<file path="src/rtl/core/pfp_pkg.sv">
`timescale 1ns / 1ps
`default_nettype none

package pfp_pkg;

	// Default sizes of the pool.
	localparam int POOL_FRAMES_DEF = 16;
	localparam int PAGE_BITS_DEF   = 32;
	localparam int PIN_BITS_DEF    = 8;

	// Fixed widths of the request and result fields.
	localparam int OP_W     = 3;
	localparam int STATUS_W = 3;
	localparam int FIDX_W   = 4;
	localparam int COUNT_W  = 5;

	typedef enum logic [OP_W-1:0] {
		OP_FETCH  = 3'd0,
		OP_NEW    = 3'd1,
		OP_UNPIN  = 3'd2,
		OP_FLUSH  = 3'd3,
		OP_DELETE = 3'd4
	} op_t;

	typedef enum logic [STATUS_W-1:0] {
		ST_OK          = 3'd0,
		ST_INVALID     = 3'd1,
		ST_NOT_RES     = 3'd2,
		ST_NO_FRAME    = 3'd3,
		ST_PINNED      = 3'd4,
		ST_NOT_PINNED  = 3'd5,
		ST_PIN_OVF     = 3'd6
	} status_t;

	typedef enum logic [2:0] {
		S_IDLE,
		S_FSCAN,
		S_OSCAN,
		S_VREAD,
		S_VWAIT,
		S_SHIFT,
		S_FINISH
	} state_t;

	typedef enum logic [1:0] {
		RO_NONE,
		RO_HEAD,
		RO_TAIL
	} reorder_t;

endpackage

`default_nettype wire

</file>
<file path="src/rtl/core/pfp_frame_mem.sv">
`timescale 1ns / 1ps
`default_nettype none

// Frame table: page number, pin count and dirty mark per frame.
// Entries never written read as an empty, clean, unpinned frame.
module pfp_frame_mem import pfp_pkg::*; #(
	parameter int POOL_FRAMES = POOL_FRAMES_DEF,
	parameter int PAGE_BITS   = PAGE_BITS_DEF,
	parameter int PIN_BITS    = PIN_BITS_DEF,
	parameter int IW          = $clog2(POOL_FRAMES)
) (
	input  wire logic                 clk,
	input  wire logic                 arst_n,
	input  wire logic                 wr_en,
	input  wire logic [IW-1:0]        wr_addr,
	input  wire logic [PAGE_BITS-1:0] wr_page,
	input  wire logic [PIN_BITS-1:0]  wr_pin,
	input  wire logic                 wr_dirty,
	input  wire logic [IW-1:0]        rd_addr,
	output logic      [PAGE_BITS-1:0] rd_page,
	output logic      [PIN_BITS-1:0]  rd_pin,
	output logic                      rd_dirty
);

	logic [PAGE_BITS-1:0] page_mem  [POOL_FRAMES];
	logic [PIN_BITS-1:0]  pin_mem   [POOL_FRAMES];
	logic                 dirty_mem [POOL_FRAMES];
	logic [POOL_FRAMES-1:0] vld_q;

	always_ff @(posedge clk) begin
		if (wr_en) begin
			page_mem[wr_addr]  <= wr_page;
			pin_mem[wr_addr]   <= wr_pin;
			dirty_mem[wr_addr] <= wr_dirty;
		end
	end

	always_ff @(posedge clk or negedge arst_n) begin
		if (!arst_n) begin
			vld_q <= '0;
		end else if (wr_en) begin
			vld_q[wr_addr] <= 1'b1;
		end
	end

	always_ff @(posedge clk) begin
		if (vld_q[rd_addr]) begin
			rd_page  <= page_mem[rd_addr];
			rd_pin   <= pin_mem[rd_addr];
			rd_dirty <= dirty_mem[rd_addr];
		end else begin
			rd_page  <= '1;
			rd_pin   <= '0;
			rd_dirty <= 1'b0;
		end
	end

endmodule

`default_nettype wire

</file>
<file path="src/rtl/core/pfp_order_mem.sv">
`timescale 1ns / 1ps
`default_nettype none

// Recency list: position 0 is the most recent frame. A position never
// written holds the frame of the same number.
module pfp_order_mem import pfp_pkg::*; #(
	parameter int POOL_FRAMES = POOL_FRAMES_DEF,
	parameter int IW          = $clog2(POOL_FRAMES)
) (
	input  wire logic          clk,
	input  wire logic          arst_n,
	input  wire logic          wr_en,
	input  wire logic [IW-1:0] wr_addr,
	input  wire logic [IW-1:0] wr_frame,
	input  wire logic [IW-1:0] rd_addr,
	output logic      [IW-1:0] rd_frame
);

	logic [IW-1:0]          order_mem [POOL_FRAMES];
	logic [POOL_FRAMES-1:0] vld_q;

	always_ff @(posedge clk) begin
		if (wr_en) begin
			order_mem[wr_addr] <= wr_frame;
		end
	end

	always_ff @(posedge clk or negedge arst_n) begin
		if (!arst_n) begin
			vld_q <= '0;
		end else if (wr_en) begin
			vld_q[wr_addr] <= 1'b1;
		end
	end

	always_ff @(posedge clk) begin
		if (vld_q[rd_addr]) begin
			rd_frame <= order_mem[rd_addr];
		end else begin
			rd_frame <= rd_addr;
		end
	end

endmodule

`default_nettype wire

</file>
<file path="src/rtl/core/page_frame_pool_lru_unit.sv">
`timescale 1ns / 1ps
`default_nettype none

// Channel   Handshake                   Carries
// --------  --------------------------  ---------------------------------------------
// request   start, busy                 op, page_number, mark_dirty
// result    done (one-cycle strobe)     status, frame_index, hit, load_request,
//                                       writeback_request, writeback_page,
//                                       init_request, release_request,
//                                       resident_count, dirty_count
// config    cfg_valid, cfg_ready        cfg_data (invalid page number)
//
// One request is processed at a time. A transaction walks the frame table,
// then walks the recency list from its tail, reads the victim frame and
// decides, shifts the recency list if the order of frames changes, and
// finishes. Both walks are needed since each of the two memories has a
// single read port. done is raised for one cycle when busy has dropped;
// the receiver cannot stall, so results are never held back. The reset is
// asynchronous; both memories come out of reset in their initial contents
// through per-entry valid bits, so no clearing pass is needed.
module page_frame_pool_lru_unit import pfp_pkg::*; #(
	parameter int POOL_FRAMES = POOL_FRAMES_DEF,
	parameter int PAGE_BITS   = PAGE_BITS_DEF,
	parameter int PIN_BITS    = PIN_BITS_DEF
) (
	input  wire logic                 clk,
	input  wire logic                 arst_n,
	input  wire logic                 start,
	output logic                      busy,
	input  wire logic [OP_W-1:0]      op,
	input  wire logic [PAGE_BITS-1:0] page_number,
	input  wire logic                 mark_dirty,
	output logic                      done,
	output logic [STATUS_W-1:0]       status,
	output logic [FIDX_W-1:0]         frame_index,
	output logic                      hit,
	output logic                      load_request,
	output logic                      writeback_request,
	output logic [PAGE_BITS-1:0]      writeback_page,
	output logic                      init_request,
	output logic                      release_request,
	output logic [COUNT_W-1:0]        resident_count,
	output logic [COUNT_W-1:0]        dirty_count,
	input  wire logic                 cfg_valid,
	output logic                      cfg_ready,
	input  wire logic [PAGE_BITS-1:0] cfg_data
);

	localparam int IW = $clog2(POOL_FRAMES);
	localparam int CW = $clog2(POOL_FRAMES + 1);
	localparam logic [PIN_BITS-1:0] PIN_MAX = '1;
	localparam logic [IW:0] SCAN_END = (IW + 1)'(POOL_FRAMES);
	localparam logic [IW-1:0] LAST_POS = IW'(POOL_FRAMES - 1);

	state_t state_q, state_d;

	// Request and configuration registers.
	logic [OP_W-1:0]      op_q;
	logic [PAGE_BITS-1:0] pg_q;
	logic                 md_q;
	logic                 bad_q;
	logic [PAGE_BITS-1:0] inv_q;

	// Walk control shared by the two scans.
	logic [IW:0]   cnt_q;
	logic          rd_vld_s1;
	logic [IW-1:0] rd_addr_s1;
	logic          scan_issue;
	logic          scan_last;

	// Frame table scan results.
	logic                   m_found_q;
	logic [IW-1:0]          m_idx_q;
	logic [PIN_BITS-1:0]    m_pin_q;
	logic                   m_dirty_q;
	logic [PAGE_BITS-1:0]   m_page_q;
	logic [CW-1:0]          res_cnt_q;
	logic [CW-1:0]          dty_cnt_q;
	logic [POOL_FRAMES-1:0] zpin_q;

	// Recency list scan results.
	logic          v_found_q;
	logic [IW-1:0] v_pos_q;
	logic [IW-1:0] v_frame_q;
	logic [IW-1:0] m_pos_q;

	// List shift control.
	reorder_t      ro_q;
	logic [IW-1:0] ro_frame_q;
	logic [IW-1:0] sh_cnt_q;
	logic [IW-1:0] sh_addr_q;
	logic          pend_s1;
	logic [IW-1:0] pend_addr_s1;

	// Memory ports.
	logic                 fr_wr_en;
	logic [PAGE_BITS-1:0] fr_wr_page;
	logic [PIN_BITS-1:0]  fr_wr_pin;
	logic                 fr_wr_dirty;
	logic [IW-1:0]        fr_rd_addr;
	logic [PAGE_BITS-1:0] fr_rd_page;
	logic [PIN_BITS-1:0]  fr_rd_pin;
	logic                 fr_rd_dirty;
	logic                 or_wr_en;
	logic [IW-1:0]        or_wr_addr;
	logic [IW-1:0]        or_wr_frame;
	logic [IW-1:0]        or_rd_addr;
	logic [IW-1:0]        or_rd_frame;

	// Decision, formed while the victim frame's data is on the read port.
	status_t              d_status;
	logic [IW-1:0]        d_fidx;
	logic                 d_hit;
	logic                 d_load;
	logic                 d_wb;
	logic [PAGE_BITS-1:0] d_wbpage;
	logic                 d_init;
	logic                 d_rel;
	logic                 d_fw_en;
	logic [IW-1:0]        d_fw_addr;
	logic [PAGE_BITS-1:0] d_fw_page;
	logic [PIN_BITS-1:0]  d_fw_pin;
	logic                 d_fw_dirty;
	reorder_t             d_ro;
	logic [IW-1:0]        d_ro_frame;
	logic [IW-1:0]        d_ro_pos;
	logic                 d_res_inc;
	logic                 d_res_dec;
	logic                 d_dty_inc;
	logic                 d_dty_dec;

	// Result registers.
	logic                 done_q;
	logic [STATUS_W-1:0]  status_q;
	logic [IW-1:0]        fidx_q;
	logic                 hit_q;
	logic                 load_q;
	logic                 wb_q;
	logic [PAGE_BITS-1:0] wbpage_q;
	logic                 init_q;
	logic                 rel_q;
	logic [CW-1:0]        res_out_q;
	logic [CW-1:0]        dty_out_q;

	logic [IW+FIDX_W-1:0]  fidx_ext;
	logic [CW+COUNT_W-1:0] res_ext;
	logic [CW+COUNT_W-1:0] dty_ext;

	pfp_frame_mem #(
		.POOL_FRAMES (POOL_FRAMES),
		.PAGE_BITS   (PAGE_BITS),
		.PIN_BITS    (PIN_BITS),
		.IW          (IW)
	) u_frame_mem (
		.clk      (clk),
		.arst_n   (arst_n),
		.wr_en    (fr_wr_en),
		.wr_addr  (d_fw_addr),
		.wr_page  (fr_wr_page),
		.wr_pin   (fr_wr_pin),
		.wr_dirty (fr_wr_dirty),
		.rd_addr  (fr_rd_addr),
		.rd_page  (fr_rd_page),
		.rd_pin   (fr_rd_pin),
		.rd_dirty (fr_rd_dirty)
	);

	pfp_order_mem #(
		.POOL_FRAMES (POOL_FRAMES),
		.IW          (IW)
	) u_order_mem (
		.clk      (clk),
		.arst_n   (arst_n),
		.wr_en    (or_wr_en),
		.wr_addr  (or_wr_addr),
		.wr_frame (or_wr_frame),
		.rd_addr  (or_rd_addr),
		.rd_frame (or_rd_frame)
	);

	// The scans issue one read per cycle; the last entry is consumed in the
	// cycle after its read, which is also the cycle that leaves the scan.
	assign scan_issue = (state_q == S_FSCAN || state_q == S_OSCAN) && (cnt_q != SCAN_END);
	assign scan_last  = (cnt_q == SCAN_END) && rd_vld_s1;

	// Next state.
	always_comb begin
		state_d = state_q;
		case (state_q)
			S_IDLE: begin
				if (start) begin
					state_d = S_FSCAN;
				end
			end
			S_FSCAN: begin
				if (scan_last) begin
					state_d = S_OSCAN;
				end
			end
			S_OSCAN: begin
				if (scan_last) begin
					state_d = S_VREAD;
				end
			end
			S_VREAD: state_d = S_VWAIT;
			S_VWAIT: begin
				if (d_ro == RO_NONE) begin
					state_d = S_FINISH;
				end else begin
					state_d = S_SHIFT;
				end
			end
			S_SHIFT: begin
				if (sh_cnt_q == '0 && !pend_s1) begin
					state_d = S_FINISH;
				end
			end
			S_FINISH: state_d = S_IDLE;
			default:  state_d = S_IDLE;
		endcase
	end

	// Memory control per state.
	always_comb begin
		fr_rd_addr  = v_frame_q;
		fr_wr_en    = 1'b0;
		fr_wr_page  = d_fw_page;
		fr_wr_pin   = d_fw_pin;
		fr_wr_dirty = d_fw_dirty;
		or_rd_addr  = sh_addr_q;
		or_wr_en    = 1'b0;
		or_wr_addr  = '0;
		or_wr_frame = ro_frame_q;
		case (state_q)
			S_FSCAN: fr_rd_addr = cnt_q[IW-1:0];
			S_OSCAN: or_rd_addr = LAST_POS - cnt_q[IW-1:0];
			S_VWAIT: fr_wr_en = d_fw_en;
			S_SHIFT: begin
				if (pend_s1) begin
					or_wr_en    = 1'b1;
					or_wr_frame = or_rd_frame;
					if (ro_q == RO_HEAD) begin
						or_wr_addr = pend_addr_s1 + IW'(1);
					end else begin
						or_wr_addr = pend_addr_s1 - IW'(1);
					end
				end else if (sh_cnt_q == '0) begin
					or_wr_en = 1'b1;
					if (ro_q == RO_HEAD) begin
						or_wr_addr = '0;
					end else begin
						or_wr_addr = LAST_POS;
					end
				end
			end
			default: begin
			end
		endcase
	end

	// Decision over the scan results and the victim frame.
	always_comb begin
		d_status   = ST_OK;
		d_fidx     = '0;
		d_hit      = 1'b0;
		d_load     = 1'b0;
		d_wb       = 1'b0;
		d_wbpage   = '0;
		d_init     = 1'b0;
		d_rel      = 1'b0;
		d_fw_en    = 1'b0;
		d_fw_addr  = m_idx_q;
		d_fw_page  = m_page_q;
		d_fw_pin   = m_pin_q;
		d_fw_dirty = m_dirty_q;
		d_ro       = RO_NONE;
		d_ro_frame = m_idx_q;
		d_ro_pos   = m_pos_q;
		d_res_inc  = 1'b0;
		d_res_dec  = 1'b0;
		d_dty_inc  = 1'b0;
		d_dty_dec  = 1'b0;
		if (bad_q) begin
			d_status = ST_INVALID;
		end else begin
			case (op_q)
				OP_FETCH, OP_NEW: begin
					if (m_found_q) begin
						d_fidx = m_idx_q;
						d_hit  = 1'b1;
						if (op_q == OP_NEW) begin
							d_status = ST_INVALID;
						end else begin
							d_fw_en = 1'b1;
							d_ro    = RO_HEAD;
							if (m_pin_q == PIN_MAX) begin
								d_status = ST_PIN_OVF;
							end else begin
								d_fw_pin = m_pin_q + PIN_BITS'(1);
							end
						end
					end else if (!v_found_q) begin
						d_status = ST_NO_FRAME;
						d_rel    = (op_q == OP_NEW);
					end else begin
						d_fidx     = v_frame_q;
						d_fw_en    = 1'b1;
						d_fw_addr  = v_frame_q;
						d_fw_page  = pg_q;
						d_fw_pin   = PIN_BITS'(1);
						d_fw_dirty = (op_q == OP_NEW);
						d_load     = (op_q == OP_FETCH);
						d_init     = (op_q == OP_NEW);
						d_ro       = RO_HEAD;
						d_ro_frame = v_frame_q;
						d_ro_pos   = v_pos_q;
						d_res_inc  = (fr_rd_page == inv_q);
						d_dty_inc  = (op_q == OP_NEW) && !fr_rd_dirty;
						d_dty_dec  = (op_q == OP_FETCH) && fr_rd_dirty;
						if (fr_rd_dirty && fr_rd_page != inv_q) begin
							d_wb     = 1'b1;
							d_wbpage = fr_rd_page;
						end
					end
				end
				OP_UNPIN: begin
					if (!m_found_q) begin
						d_status = ST_NOT_RES;
					end else begin
						d_fidx = m_idx_q;
						d_hit  = 1'b1;
						if (m_pin_q == '0) begin
							d_status = ST_NOT_PINNED;
						end else begin
							d_fw_en    = 1'b1;
							d_fw_pin   = m_pin_q - PIN_BITS'(1);
							d_fw_dirty = m_dirty_q | md_q;
							d_dty_inc  = md_q && !m_dirty_q;
							if (m_pin_q == PIN_BITS'(1)) begin
								d_ro = RO_TAIL;
							end
						end
					end
				end
				OP_FLUSH: begin
					if (m_found_q) begin
						d_fidx = m_idx_q;
						d_hit  = 1'b1;
						if (m_dirty_q) begin
							d_wb       = 1'b1;
							d_wbpage   = m_page_q;
							d_fw_en    = 1'b1;
							d_fw_dirty = 1'b0;
							d_dty_dec  = 1'b1;
						end
					end
				end
				OP_DELETE: begin
					if (!m_found_q) begin
						d_rel = 1'b1;
					end else begin
						d_fidx = m_idx_q;
						d_hit  = 1'b1;
						if (m_pin_q != '0) begin
							d_status = ST_PINNED;
						end else begin
							d_fw_en    = 1'b1;
							d_fw_page  = inv_q;
							d_fw_dirty = 1'b0;
							d_ro       = RO_TAIL;
							d_rel      = 1'b1;
							d_res_dec  = 1'b1;
							d_dty_dec  = m_dirty_q;
						end
					end
				end
				default: begin
				end
			endcase
		end
	end

	always_ff @(posedge clk or negedge arst_n) begin
		if (!arst_n) begin
			state_q    <= S_IDLE;
			inv_q      <= '1;
			cnt_q      <= '0;
			rd_vld_s1  <= 1'b0;
			pend_s1    <= 1'b0;
			done_q     <= 1'b0;
			ro_q       <= RO_NONE;
			sh_cnt_q   <= '0;
		end else begin
			state_q   <= state_d;
			done_q    <= (state_q == S_FINISH);
			rd_vld_s1 <= scan_issue;
			if (cfg_valid && cfg_ready) begin
				inv_q <= cfg_data;
			end
			if (scan_last || state_q == S_IDLE) begin
				cnt_q <= '0;
			end else if (scan_issue) begin
				cnt_q <= cnt_q + (IW + 1)'(1);
			end
			if (state_q == S_VWAIT) begin
				ro_q <= d_ro;
				if (d_ro == RO_HEAD) begin
					sh_cnt_q <= d_ro_pos;
				end else begin
					sh_cnt_q <= LAST_POS - d_ro_pos;
				end
				pend_s1 <= 1'b0;
			end else if (state_q == S_SHIFT) begin
				pend_s1 <= (sh_cnt_q != '0);
				if (sh_cnt_q != '0) begin
					sh_cnt_q <= sh_cnt_q - IW'(1);
				end
			end
		end
	end

	// Datapath registers.
	always_ff @(posedge clk) begin
		rd_addr_s1 <= (state_q == S_FSCAN) ? cnt_q[IW-1:0] : LAST_POS - cnt_q[IW-1:0];
		if (state_q == S_IDLE && start) begin
			op_q      <= op;
			pg_q      <= page_number;
			md_q      <= mark_dirty;
			bad_q     <= (op <= OP_DELETE) && (page_number == inv_q);
			m_found_q <= 1'b0;
			v_found_q <= 1'b0;
			m_idx_q   <= '0;
			m_pos_q   <= '0;
			v_frame_q <= '0;
			res_cnt_q <= '0;
			dty_cnt_q <= '0;
		end
		if (state_q == S_FSCAN && rd_vld_s1) begin
			zpin_q[rd_addr_s1] <= (fr_rd_pin == '0);
			res_cnt_q <= res_cnt_q + CW'(fr_rd_page != inv_q);
			dty_cnt_q <= dty_cnt_q + CW'(fr_rd_dirty);
			if (!m_found_q && fr_rd_page != inv_q && fr_rd_page == pg_q) begin
				m_found_q <= 1'b1;
				m_idx_q   <= rd_addr_s1;
				m_pin_q   <= fr_rd_pin;
				m_dirty_q <= fr_rd_dirty;
				m_page_q  <= fr_rd_page;
			end
		end
		// The recency walk runs from the tail, so the first unpinned frame
		// seen is the least recently used one.
		if (state_q == S_OSCAN && rd_vld_s1) begin
			if (!v_found_q && zpin_q[or_rd_frame]) begin
				v_found_q <= 1'b1;
				v_pos_q   <= rd_addr_s1;
				v_frame_q <= or_rd_frame;
			end
			if (m_found_q && or_rd_frame == m_idx_q) begin
				m_pos_q <= rd_addr_s1;
			end
		end
		if (state_q == S_VWAIT) begin
			status_q   <= d_status;
			fidx_q     <= d_fidx;
			hit_q      <= d_hit;
			load_q     <= d_load;
			wb_q       <= d_wb;
			wbpage_q   <= d_wbpage;
			init_q     <= d_init;
			rel_q      <= d_rel;
			res_out_q  <= res_cnt_q + CW'(d_res_inc) - CW'(d_res_dec);
			dty_out_q  <= dty_cnt_q + CW'(d_dty_inc) - CW'(d_dty_dec);
			ro_frame_q <= d_ro_frame;
			if (d_ro == RO_HEAD) begin
				sh_addr_q <= d_ro_pos - IW'(1);
			end else begin
				sh_addr_q <= d_ro_pos + IW'(1);
			end
		end else if (state_q == S_SHIFT && sh_cnt_q != '0) begin
			if (ro_q == RO_HEAD) begin
				sh_addr_q <= sh_addr_q - IW'(1);
			end else begin
				sh_addr_q <= sh_addr_q + IW'(1);
			end
		end
		pend_addr_s1 <= sh_addr_q;
	end

	assign fidx_ext = {{FIDX_W{1'b0}}, fidx_q};
	assign res_ext  = {{COUNT_W{1'b0}}, res_out_q};
	assign dty_ext  = {{COUNT_W{1'b0}}, dty_out_q};

	assign busy              = (state_q != S_IDLE);
	// A register write never lands in the same cycle as an accepted request,
	// so every request sees one consistent invalid page number.
	assign cfg_ready         = (state_q == S_IDLE) && !start;
	assign done              = done_q;
	assign status            = status_q;
	assign frame_index       = fidx_ext[FIDX_W-1:0];
	assign hit               = hit_q;
	assign load_request      = load_q;
	assign writeback_request = wb_q;
	assign writeback_page    = wbpage_q;
	assign init_request      = init_q;
	assign release_request   = rel_q;
	assign resident_count    = res_ext[COUNT_W-1:0];
	assign dirty_count       = dty_ext[COUNT_W-1:0];

	// A result is only presented once the block is free again.
	assert property (@(posedge clk) disable iff (!arst_n) done |-> !busy)
		else $error("result strobe while busy");

	// An accepted request always occupies the block in the next cycle.
	assert property (@(posedge clk) disable iff (!arst_n) (start && !busy) |=> busy)
		else $error("accepted request did not start");

	// A hit never loads the page from backing store.
	assert property (@(posedge clk) disable iff (!arst_n)
		done |-> !(hit && (load_request || init_request)))
		else $error("hit with load or init request");

	// Writebacks only come from successful operations.
	assert property (@(posedge clk) disable iff (!arst_n)
		(done && writeback_request) |-> (status == ST_OK))
		else $error("writeback with failing status");

endmodule

`default_nettype wire
</file>
<file path="config.mk">
export PLATFORM = sky130hd
export DESIGN_NAME = page_frame_pool_lru_unit
export DESIGN_NICKNAME = d
export VERILOG_FILES = /design/src/rtl/core/pfp_pkg.sv /design/src/rtl/core/pfp_frame_mem.sv /design/src/rtl/core/pfp_order_mem.sv /design/src/rtl/core/page_frame_pool_lru_unit.sv
export SDC_FILE = /design/constraint.sdc
export NUM_CORES = 1
export LEC_CHECK = 0
export BUFFER_PORTS_ARGS = -buffer_cell sky130_fd_sc_hd__buf_2
export CAP_MARGIN = 25
export CELL_PAD_IN_SITES_DETAIL_PLACEMENT = 1
export CELL_PAD_IN_SITES_GLOBAL_PLACEMENT = 1
export CORE_MARGIN = 2
export CORE_UTILIZATION = 30
export CTS_BUF_LIST = sky130_fd_sc_hd__clkbuf_8
export CTS_CLUSTER_DIAMETER = 100
export DETAILED_ROUTE_END_ITERATION = 7
export GPL_TIMING_DRIVEN = 0
export PLACE_DENSITY_LB_ADDON = 0.1
export SLEW_MARGIN = 20
export SYNTH_ARGS = -nofsm -noshare
export SYNTH_HDL_FRONTEND = slang
export SYNTH_SLANG_ARGS = --single-unit
</file>
<file path="constraint.sdc">
create_clock -name clk -period 16.1 [get_ports clk]
set_input_delay 2.415 -clock clk [delete_from_list [all_inputs] [get_ports clk]]
set_output_delay 2.415 -clock clk [all_outputs]
set_load 0.1 [all_outputs]
</file>
==> impl_metrics.csv, run 1 <==
group,metric,value,unit
routing,vias_per_cell,5.01,
synthesis,ys_seq_elements,1038,
setup_path,r2r_start,"m_found_q$_DFF_P_",
worst_hold_path,whs_endpoint,"pend_addr_s1[0]$_DFF_P_",
setup_path,criticalPathCategory,"in -> out",
setup_path,crit_required,13.69,ns
setup_path,cp-end-kind,"primary output",
routing,vias,27800,
pwr,ir_worst_vdd,0.0827,mV
sta,max_slew_margin,0.321,
setup_path,critical_path_arrival,3.35,ns
grt,grt_util_all_layers,0.202,
die,die_y,382,µm
worst_hold_path,hold_start,"sh_addr_q[0]$_DFFE_PP_",
sta,finalWorstSetupSlack,10.34,ns
pwr,p_per_area,168,nW/µm²
routing,drtIter0Drc,1897,
finish,nets,3620,
synthesis,synth_top_cell_by_area,"edfxtp_1",
setup_path,cp_max_fo,4,
routing,ant_nets,0,
sta,setup_viol,0,
synthesis,syn_area_per_cell,14.0,µm²
place,gp_congestion,0.880,
clock_tree,numCtsBuffers,183,
setup_path,setup.worst_path.start_class,"input port",
routing,post_drt_wl_per_cell,26.6,µm
synthesis,yosysWarnings,0,
setup_path,r2r_cells,15,
grt,grt_pass1_wl,215,mm
synthesis,synthFlopType,"edfxtp_1",
finish,final_core_util,0.357,
synthesis,syn_area,42900,µm²
synthesis,synth_edf_count,890,
sta,rsz0062_at_grt,"false",
place,io_buffers,128,
setup_path,r2r-end,"resident_count[4]$_DFFE_PP_",
clock_tree,hold_buffers,0,
synthesis,synth_top_cells_by_area,"edfxtp_1, nand2_1, mux2i_1, dfxtp_1, dfrtp_1",
die,die_x,382,µm
setup_path,reg2reg_slack,11.04,ns
die,initial_core_util,0.303,
clock_tree,cts_max_level,4,
routing,drcViolationCount,0,
synthesis,syn_inst,3075,
pwr,leakage,17.6,nW
clock_tree,insertion_delay,0.92,ns
synthesis,ys_top_cells_by_count,"edfxtp_1, nand2_1, mux2i_1, nand3_1, nor2_1",
routing,wl,148,mm
place,place_hpwl,109,mm
routing,drt_pass1_iterations,5,
sta,period_needed,5.76,ns
die,core,142000,µm²
die,die-area,146000,µm²
clock_tree,post_cts_buffers,0,
clock_tree,cts_tree,"done",
sta,report.final.slew_viol_count,0,
sta,worst_pin_slew,1.02,ns
die,rows,138,
place,dpl_worst_slack,10.35,ns
grt,grt_pass1_vias,30000,
worst_hold_path,min_path_cells,0,
synthesis,synth_seq_area_share,0.702,
die,ios,129,
finish,area_growth,17.8,%
grt,overflow,0,
clock_tree,clk_pin_slew,0.06,ns
sta,finClkSkew,0.0409,ns
grt,grt_max_degree,67,
synthesis,post-synth-top-count-cell,"edfxtp_1",
sta,fmax,174,MHz
sta,fin_tns_setup,0,ns
sta,period_share,0.358,
finish,final_layout_size_suffix_gt1_frac,0.192,
clock_tree,root_buffer,"clkbuf_8",
clock_tree,clock_path_buffers,3,
sta,hold_viol_final,0,
clock_tree,cts_sinks,1038,
synthesis,synth_cell_types,81,
synthesis,syn-num-nets,3182,
flow_run,cap_violations,0,
clock_tree,post_cts_resized,0,
synthesis,async_flop_share,0.0780,
status,status,"finished clean",
synthesis,synth_top_area_share,0.622,
grt,antenna_found_initial,4,
worst_hold_path,hold_path.class,"reg -> reg",
==> through the flow <==
stage               total power, mW  hold WS, ns  cells  cell area [µm²]
finish                         8.51        0.374   5558            50600
global route                   8.94        0.383   5557            50600
CTS                            8.65        0.380   5554            50600
detailed placement             6.31        0.364   5217            47200
global placement               6.25        0.363   5093            45900
floorplan                      5.13        0.346   3075            42900
==> worst max-delay path, cell delays in order <==
cell and delay (ns):
buf_2 0.12, nor2_1 0.31, buf_2 0.50
==> report_power, final <==
part | switching, mW | total [mW] | internal, mW
clock network | 1.15 | 2.29 | 1.14
registers | 0.227 | 3.42 | 3.20
logic | 1.95 | 2.79 | 0.838
==> layout by cell type (no fill, tap or decap), types with 10 or more instances in the layout <==
master / n
a221oi_1: 34
mux2i_1: 166
buf_1: 11
dfstp_2: 32
nor3_1: 17
nor2_1: 111
dfxtp_1: 67
a211oi_1: 17
nor3_2: 18
nand2_1: 565
mux4_2: 21
clkinv_2: 11
dfrtp_1: 49
xnor2_1: 89
ha_1: 30
nand3_1: 158
buf_2: 176
buf_4: 96
buf_6: 29
a32o_1: 32
nor4_1: 14
o21ai_0: 29
a21oi_1: 59
clkbuf_8: 191
a22oi_1: 66
nor4_2: 10
a41o_1: 32
edfxtp_1: 890
a21o_1: 14
a32oi_1: 32
xor2_1: 47
inv_1: 137
clkbuf_1: 109
o21bai_1: 10
or2_2: 26
nand4_1: 39
clkinv_1: 23
mux2_2: 40
==> metal layers <==
metal  wire [µm]  up-vias  global-route usage
met1       64300    14600               0.259
met3        5190      188              0.0306
met5           0        -                   0
li1            -    12500                   -
met2       75300      582               0.352
met4        3050        0              0.0553
==> how the worst max path moves through the flow <==
stage | endpoint | from | depth (start not counted) | slack, ns
final | cfg_ready | start | 3 | 10.34
after global routing | cfg_ready | start | 3 | 10.27
after CTS | cfg_ready | start | 3 | 10.35
after detailed placement | cfg_ready | start | 3 | 10.35
after global placement | u_frame_mem.vld_q[1]$_DFFE_PN0P_ | state_q[0]$_DFFE_PN0P_ | 8 | 5.03
after floorplan | cfg_ready | start | 1 | 9.94
==> flip-flops by register name (all words and copies together) (netlist names), 8 cells and up <==
signal                 count
u_frame_mem.page_mem     512
m_pin_q                    8
u_frame_mem.rd_pin         8
inv_q                     32
u_order_mem.order_mem     64
u_frame_mem.dirty_mem     16
u_frame_mem.pin_mem      128
u_frame_mem.vld_q         16
u_order_mem.vld_q         16
zpin_q                    16
m_page_q                  32
writeback_page            32
pg_q                      32
u_frame_mem.rd_page       32
==> cell families after synthesis <==
group | count (synthesis) | synth area share
DFF | 1038 | 0.702
and+or+nand+nor | 1030 | 0.108
AOI/OAI and AO/OA | 390 | 0.0695
muxes | 229 | 0.0608
buffers and inverters | 217 | 0.0209
xor gates and xnor gates | 136 | 0.0277
adders and majority gates | 35 | 0.0111
==> layout make-up <==
cell class	instances	area, µm²
Clock buffer	191	2630
Sequential cell	1038	30100
Clock inverter	146	767
Multi-Input combinational cell	1820	12100
Timing Repair Buffer	253	1730
Tap cell	1890	2360
Inverter	45	174
Buffer	172	728
Fill cell	14900	91200
Antenna cell	3	7.51
Power figures use the tool's default switching activity.
==> run 2: changes to the inputs <==
- clock period: 16.1 -> 5.58 ns (I/O delays scaled with it)
==> impl_metrics.csv, run 2 (synthesis gave the netlist of run 1 again) <==
group,metric,value,unit
die,rows,138,
sta,hold_viol_final,0,
clock_tree,insertion_delay,0.93,ns
routing,wl,148,mm
setup_path,timing.critical_path.cells,"clkbuf_1 -> nor2b_1 -> and2_1 -> clkbuf_1 -> buf_2 -> clkbuf_1 -> clkbuf_1 -> nand3_1 -> ha_1 -> inv_1 -> ha_1 -> fa_1 -> a21o_1 -> a21oi_1 -> xnor2_1",
flow_run,cap_violations,0,
grt,grt_max_degree,67,
pwr,fin_total_pwr,24.6,mW
die,die_x,382,µm
status,status,"finished clean",
setup_path,cp_max_fo,10,
place,placed_cell_area,47200,µm²
place,dpl.cell_count,5217,
die,die-area,146000,µm²
grt,grt_pass1_wl,215,mm
pwr,sw_frac_of_total,0.391,
setup_path,critical_path_buf_inv_count,6,
finish,top_register,"u_frame_mem.page_mem",
sta,finClkSkew,0.0409,ns
pwr,ir_worst_vdd,0.239,mV
sta,report.final.slew_viol_count,0,
clock_tree,clk_pin_slew,0.06,ns
grt,antenna_found_initial,4,
pwr,intPower,14.9,mW
die,core,142000,µm²
routing,ant_nets,0,
grt,grt_pass1_vias,30000,
setup_path,criticalPathCategory,"reg -> reg",
pwr,power_frac_seq,0.402,
routing,vias,27800,
sta,max_slew_margin,0.340,
pwr,power_switching,9.61,mW
place,place_hpwl,109,mm
pwr,p_per_area,485,nW/µm²
setup_path,cp-end-kind,"flop",
setup_path,critical_path.slowest_cell,"clkbuf_1",
sta,rsz0062_at_grt,"false",
sta,worst_pin_slew,0.986,ns
clock_tree,numCtsBuffers,183,
pwr,leakage,17.6,nW
finish,layout_common_cells,"edfxtp_1, nand2_1, clkbuf_8",
setup_path,critical_path.top_delay_family,"buffers and inverters",
die,die_y,382,µm
finish,seqCellArea,30100,µm²
setup_path,reg2reg_slack,0.53,ns
die,initial_core_util,0.303,
routing,drt_pass1_iterations,7,
routing,drtIter0Drc,1875,
routing,post_drt_wl_per_cell,26.6,µm
sta,fmax,198,MHz
finish,multi_input_area,12100,µm²
setup_path,crit_top_cell,"clkbuf_1",
routing,vias_per_cell,5.00,
worst_hold_path,hold_path.class,"in -> reg",
clock_tree,clock_path_buffers,3,
grt,overflow,0,
clock_tree,post_cts_resized,0,
clock_tree,cts_tree,"done",
pwr,clkPwrFrac,0.270,
sta,fin_tns_setup,0,ns
grt,grt_util_all_layers,0.202,
clock_tree,cts_max_level,4,
pwr,combPwrFrac,0.328,
finish,largest_reg_flops,512,
sta,period_needed,5.05,ns
setup_path,max_stage_delay,0.64,ns
finish,top_regs,"u_frame_mem.page_mem x512, u_frame_mem.pin_mem x128, u_order_mem.order_mem x64",
clock_tree,post_cts_buffers,0,
finish,final_common_cell,"edfxtp_1",
finish,final_layout_size_suffix_gt1_frac,0.191,
setup_path,critical_path_arrival,5.70,ns
finish,layout.cells.non_filler,5559,
finish,area_growth,17.8,%
routing,drcViolationCount,0,
finish,final_area,50600,µm²
sta,period_share,0.906,
place,gp_congestion,0.880,
setup_path,setup.worst_path.start_class,"flop",
finish,nets,3621,
finish,final_core_util,0.357,
finish,fill_cells,14900,
clock_tree,root_buffer,"clkbuf_8",
die,ios,129,
clock_tree,cts_sinks,1038,
setup_path,crit_required,6.23,ns
place,io_buffers,128,
sta,setup_viol,0,
[run 2: cell types whose count changed in the layout (fill, tap and decap cells not counted), sizes merged]
cell / previous run / this run
dlygate4sd3: 0 / 1
[run 2: area by class of cell]
class,count,share of cell area
diodes,3,0.000148
plain buffers,172,0.0144
clock buffers,191,0.0520
clock inverters,146,0.0152
inverters,45,0.00344
multi-input cells,1820,0.238
flip-flops and latches,1038,0.596
well taps,1890,0.0467
repair buffers,254,0.0344
[run 2: layer usage]
layer  track usage  vias to the layer above  share of wire
li1              -                    12500              -
met1         0.259                    14600           0.44
met5             0                        -              0
met4        0.0553                        0          0.020
met2         0.352                      563           0.51
met3        0.0306                      177          0.034
[run 2: through the flow]
stage	hold WS, ns	worst slack [ns]
CTS	0.0509	0.441
floorplan	0.346	-0.0791
global route	0.0729	0.262
global placement	0.363	-5.49
detailed placement	0.364	0.488
finish	0.138	0.527
[run 2: power by group through the flow]
stage | clock [mW] | sequential [mW] | combinational (mW)
detailed placement | 0 | 10.0 | 8.16
global placement | 0 | 10.0 | 8.00
finish | 6.63 | 9.88 | 8.05
floorplan | 0 | 10.2 | 4.56
global route | 7.17 | 9.93 | 8.68
CTS | 6.86 | 9.88 | 8.21
[run 2: final timing paths]
| path | cells after the start | start | endpoint |
|---|---|---|---|
| setup / recovery | 15 | m_found_q$_DFF_P_ | resident_count[4]$_DFFE_PP_ |
| hold / removal | 1 | page_number[20] | pg_q[20]$_DFFE_PP_ |
| setup reg to reg | 15 | m_found_q$_DFF_P_ | resident_count[4]$_DFFE_PP_ |
| hold reg to reg | 0 | sh_addr_q[0]$_DFFE_PP_ | pend_addr_s1[0]$_DFF_P_ |
| max in group asynchronous | 3 | arst_n | inv_q[11]$_DFFE_PN1P_ |
| min in group asynchronous | 2 | arst_n | done$_DFF_PN0_ |
[run 2: repair_timing]
item,in CTS,in global routing
hold buffers,1,0
setup endpoints to repair,0,0
endpoints found under the hold margin,40,0
[run 2: worst register-to-register path, stage by stage (launching register included)]
cell,delay (ns)
dfxtp_1,0.30
clkbuf_1,0.26
nor2b_1,0.55
and2_1,0.21
clkbuf_1,0.24
buf_2,0.34
clkbuf_1,0.54
clkbuf_1,0.64
nand3_1,0.22
ha_1,0.36
inv_1,0.04
ha_1,0.20
fa_1,0.44
a21o_1,0.19
a21oi_1,0.17
xnor2_1,0.10
==> run 3: changes to the inputs <==
- CAP_MARGIN: 25 -> default
- PLACE_DENSITY: default -> 0.52
- PLACE_DENSITY_LB_ADDON: 0.1 -> default
==> impl_metrics.csv, run 3 (synthesis gave the netlist of run 1 again) <==
group,metric,value,unit
die,die_x,382,µm
routing,vias,27700,
pwr,leakage,17.6,nW
sta,holdWs,0.136,ns
sta,fmax,199,MHz
finish,layout_common_cells,"edfxtp_1, nand2_1, clkbuf_8",
place,gp_congestion,0.809,
grt,overflow,0,
routing,post_drt_wl_per_cell,25.3,µm
sta,finClkSkew,0.0756,ns
setup_path,cp-end-kind,"flop",
place,io_buffers,128,
sta,setup_viol,0,
setup_path,cp_max_fo,10,
die,initial_core_util,0.303,
finish,top_register,"u_frame_mem.page_mem",
setup_path,critical_path_arrival,5.68,ns
clock_tree,cts_sinks,1038,
flow_run,cap_violations,0,
grt,grt_pass1_vias,28500,
finish,layout.cells.non_filler,5555,
sta,period_needed,5.03,ns
finish,final_common_cell,"edfxtp_1",
pwr,p_per_area,481,nW/µm²
routing,drt_pass1_iterations,5,
routing,drtIter0Drc,2135,
setup_path,reg2reg_slack,0.55,ns
die,ios,129,
place,place_hpwl,103,mm
sta,rsz0062_at_grt,"false",
die,die-area,146000,µm²
grt,grt_util_all_layers,0.191,
pwr,ir_worst_vdd,0.281,mV
clock_tree,numCtsBuffers,185,
die,die_y,382,µm
setup_path,crit_required,6.23,ns
finish,largest_reg_flops,512,
clock_tree,root_buffer,"clkbuf_8",
clock_tree,cts_max_level,4,
finish,final_layout_size_suffix_gt1_frac,0.195,
finish,nets,3617,
sta,period_share,0.901,
die,rows,138,
setup_path,setup.worst_path.start_class,"flop",
sta,worst_pin_slew,1.13,ns
worst_hold_path,hold_path.class,"in -> reg",
setup_path,criticalPathCategory,"reg -> reg",
routing,wl,140,mm
grt,antenna_found_initial,5,
routing,drcViolationCount,0,
sta,max_slew_margin,0.248,
sta,hold_viol_final,0,
die,core,142000,µm²
sta,report.final.slew_viol_count,0,
finish,area_growth,18.0,%
status,status,"finished clean",
routing,vias_per_cell,4.98,
grt,grt_pass1_wl,203,mm
clock_tree,clock_path_buffers,3,
place,dpl.cell_count,5211,
clock_tree,insertion_delay,0.92,ns
clock_tree,clk_pin_slew,0.06,ns
finish,top_regs,"u_frame_mem.page_mem x512, u_frame_mem.pin_mem x128, u_order_mem.order_mem x64",
routing,ant_nets,0,
clock_tree,cts_tree,"done",
grt,grt_max_degree,67,
-- run 3: changes by cell type in the layout (fill, tap and decap cells not counted), moves of 2 or more --
cell | before | now
buf_6 | 29 | 32
clkinvlp_4 | 2 | 4
inv_16 | 0 | 3
clkbuf_8 | 191 | 199
inv_1 | 137 | 121
clkinv_2 | 11 | 23
buf_4 | 96 | 87
inv_12 | 6 | 2
-- run 3: power breakdown --
part	switching [mW]	internal [mW]
Sequential	0.627	9.22
Clock	3.33	3.42
Combinational	5.39	2.39
Total	9.35	15.0
-- run 3: worst max-delay path: stages, from the launching register on --
cell and delay, ns:
edfxtp_1 0.47, clkbuf_1 0.30, nor3_1 0.32, and2_1 0.17, clkbuf_1 0.27, buf_2 0.42, clkbuf_1 0.62, clkbuf_2 0.49
nand3_1 0.18, ha_1 0.34, inv_1 0.04, ha_1 0.20, fa_1 0.44, a21o_1 0.20, a21oi_1 0.17, xnor2_1 0.09
-- run 3: routing by layer --
metal | wire, µm | vias to the layer above | GRT usage
li1 | - | 12500 | -
met5 | 0 | - | 0
met1 | 66100 | 14400 | 0.272
met4 | 2380 | 0 | 0.0447
met3 | 6900 | 165 | 0.0326
met2 | 65100 | 679 | 0.302
-- run 3: worst paths after layout --
path,startpoint,endpoint,cells past startpoint
max,bad_q$_DFFE_PP_,resident_count[4]$_DFFE_PP_,15
max in group asynchronous,arst_n,inv_q[13]$_DFFE_PN1P_,3
max reg2reg,bad_q$_DFFE_PP_,resident_count[4]$_DFFE_PP_,15
min,page_number[1],pg_q[1]$_DFFE_PP_,1
min reg2reg,sh_addr_q[0]$_DFFE_PP_,pend_addr_s1[0]$_DFF_P_,0
min in group asynchronous,arst_n,cnt_q[3]$_DFFE_PN0P_,2
-- run 3: cell type report --
type                            instances  area (µm²)
Antenna cell                            2        5.00
Sequential cell                      1038       30100
Fill cell                           15000       91100
Multi-Input combinational cell       1820       12000
Buffer                                172         729
Timing Repair Buffer                  248        1710
Clock buffer                          199        2740
Inverter                               45         174
Clock inverter                        141         757
Tap cell                             1890        2360
-- run 3: timing repair --
| action | CTS | global route |
|---|---|---|
| endpoints found under the setup margin | 0 | 1 |
| resized for setup | 0 | 3 |
| buffers inserted | 0 | 0 |
| hold buffers | 2 | 0 |
| endpoints found under the hold margin | 42 | 0 |
-- run 3: per-stage QoR --
| stage | worst slack (ns) | area [µm²] | setup TNS [ns] | total power [mW] | util |
|---|---|---|---|---|---|
| after global placement | -5.15 | 45900 | -3051.62 | 17.8 | 0.324 |
| after global routing | 0.228 | 50700 | 0 | 25.6 | 0.357 |
| after CTS | 0.163 | 50600 | 0 | 24.7 | 0.357 |
| after detailed placement | 0.211 | 47100 | 0 | 17.8 | 0.332 |
| final | 0.550 | 50700 | 0 | 24.4 | 0.357 |
| after floorplan | -0.0791 | 42900 | -38.36 | 14.8 | - |
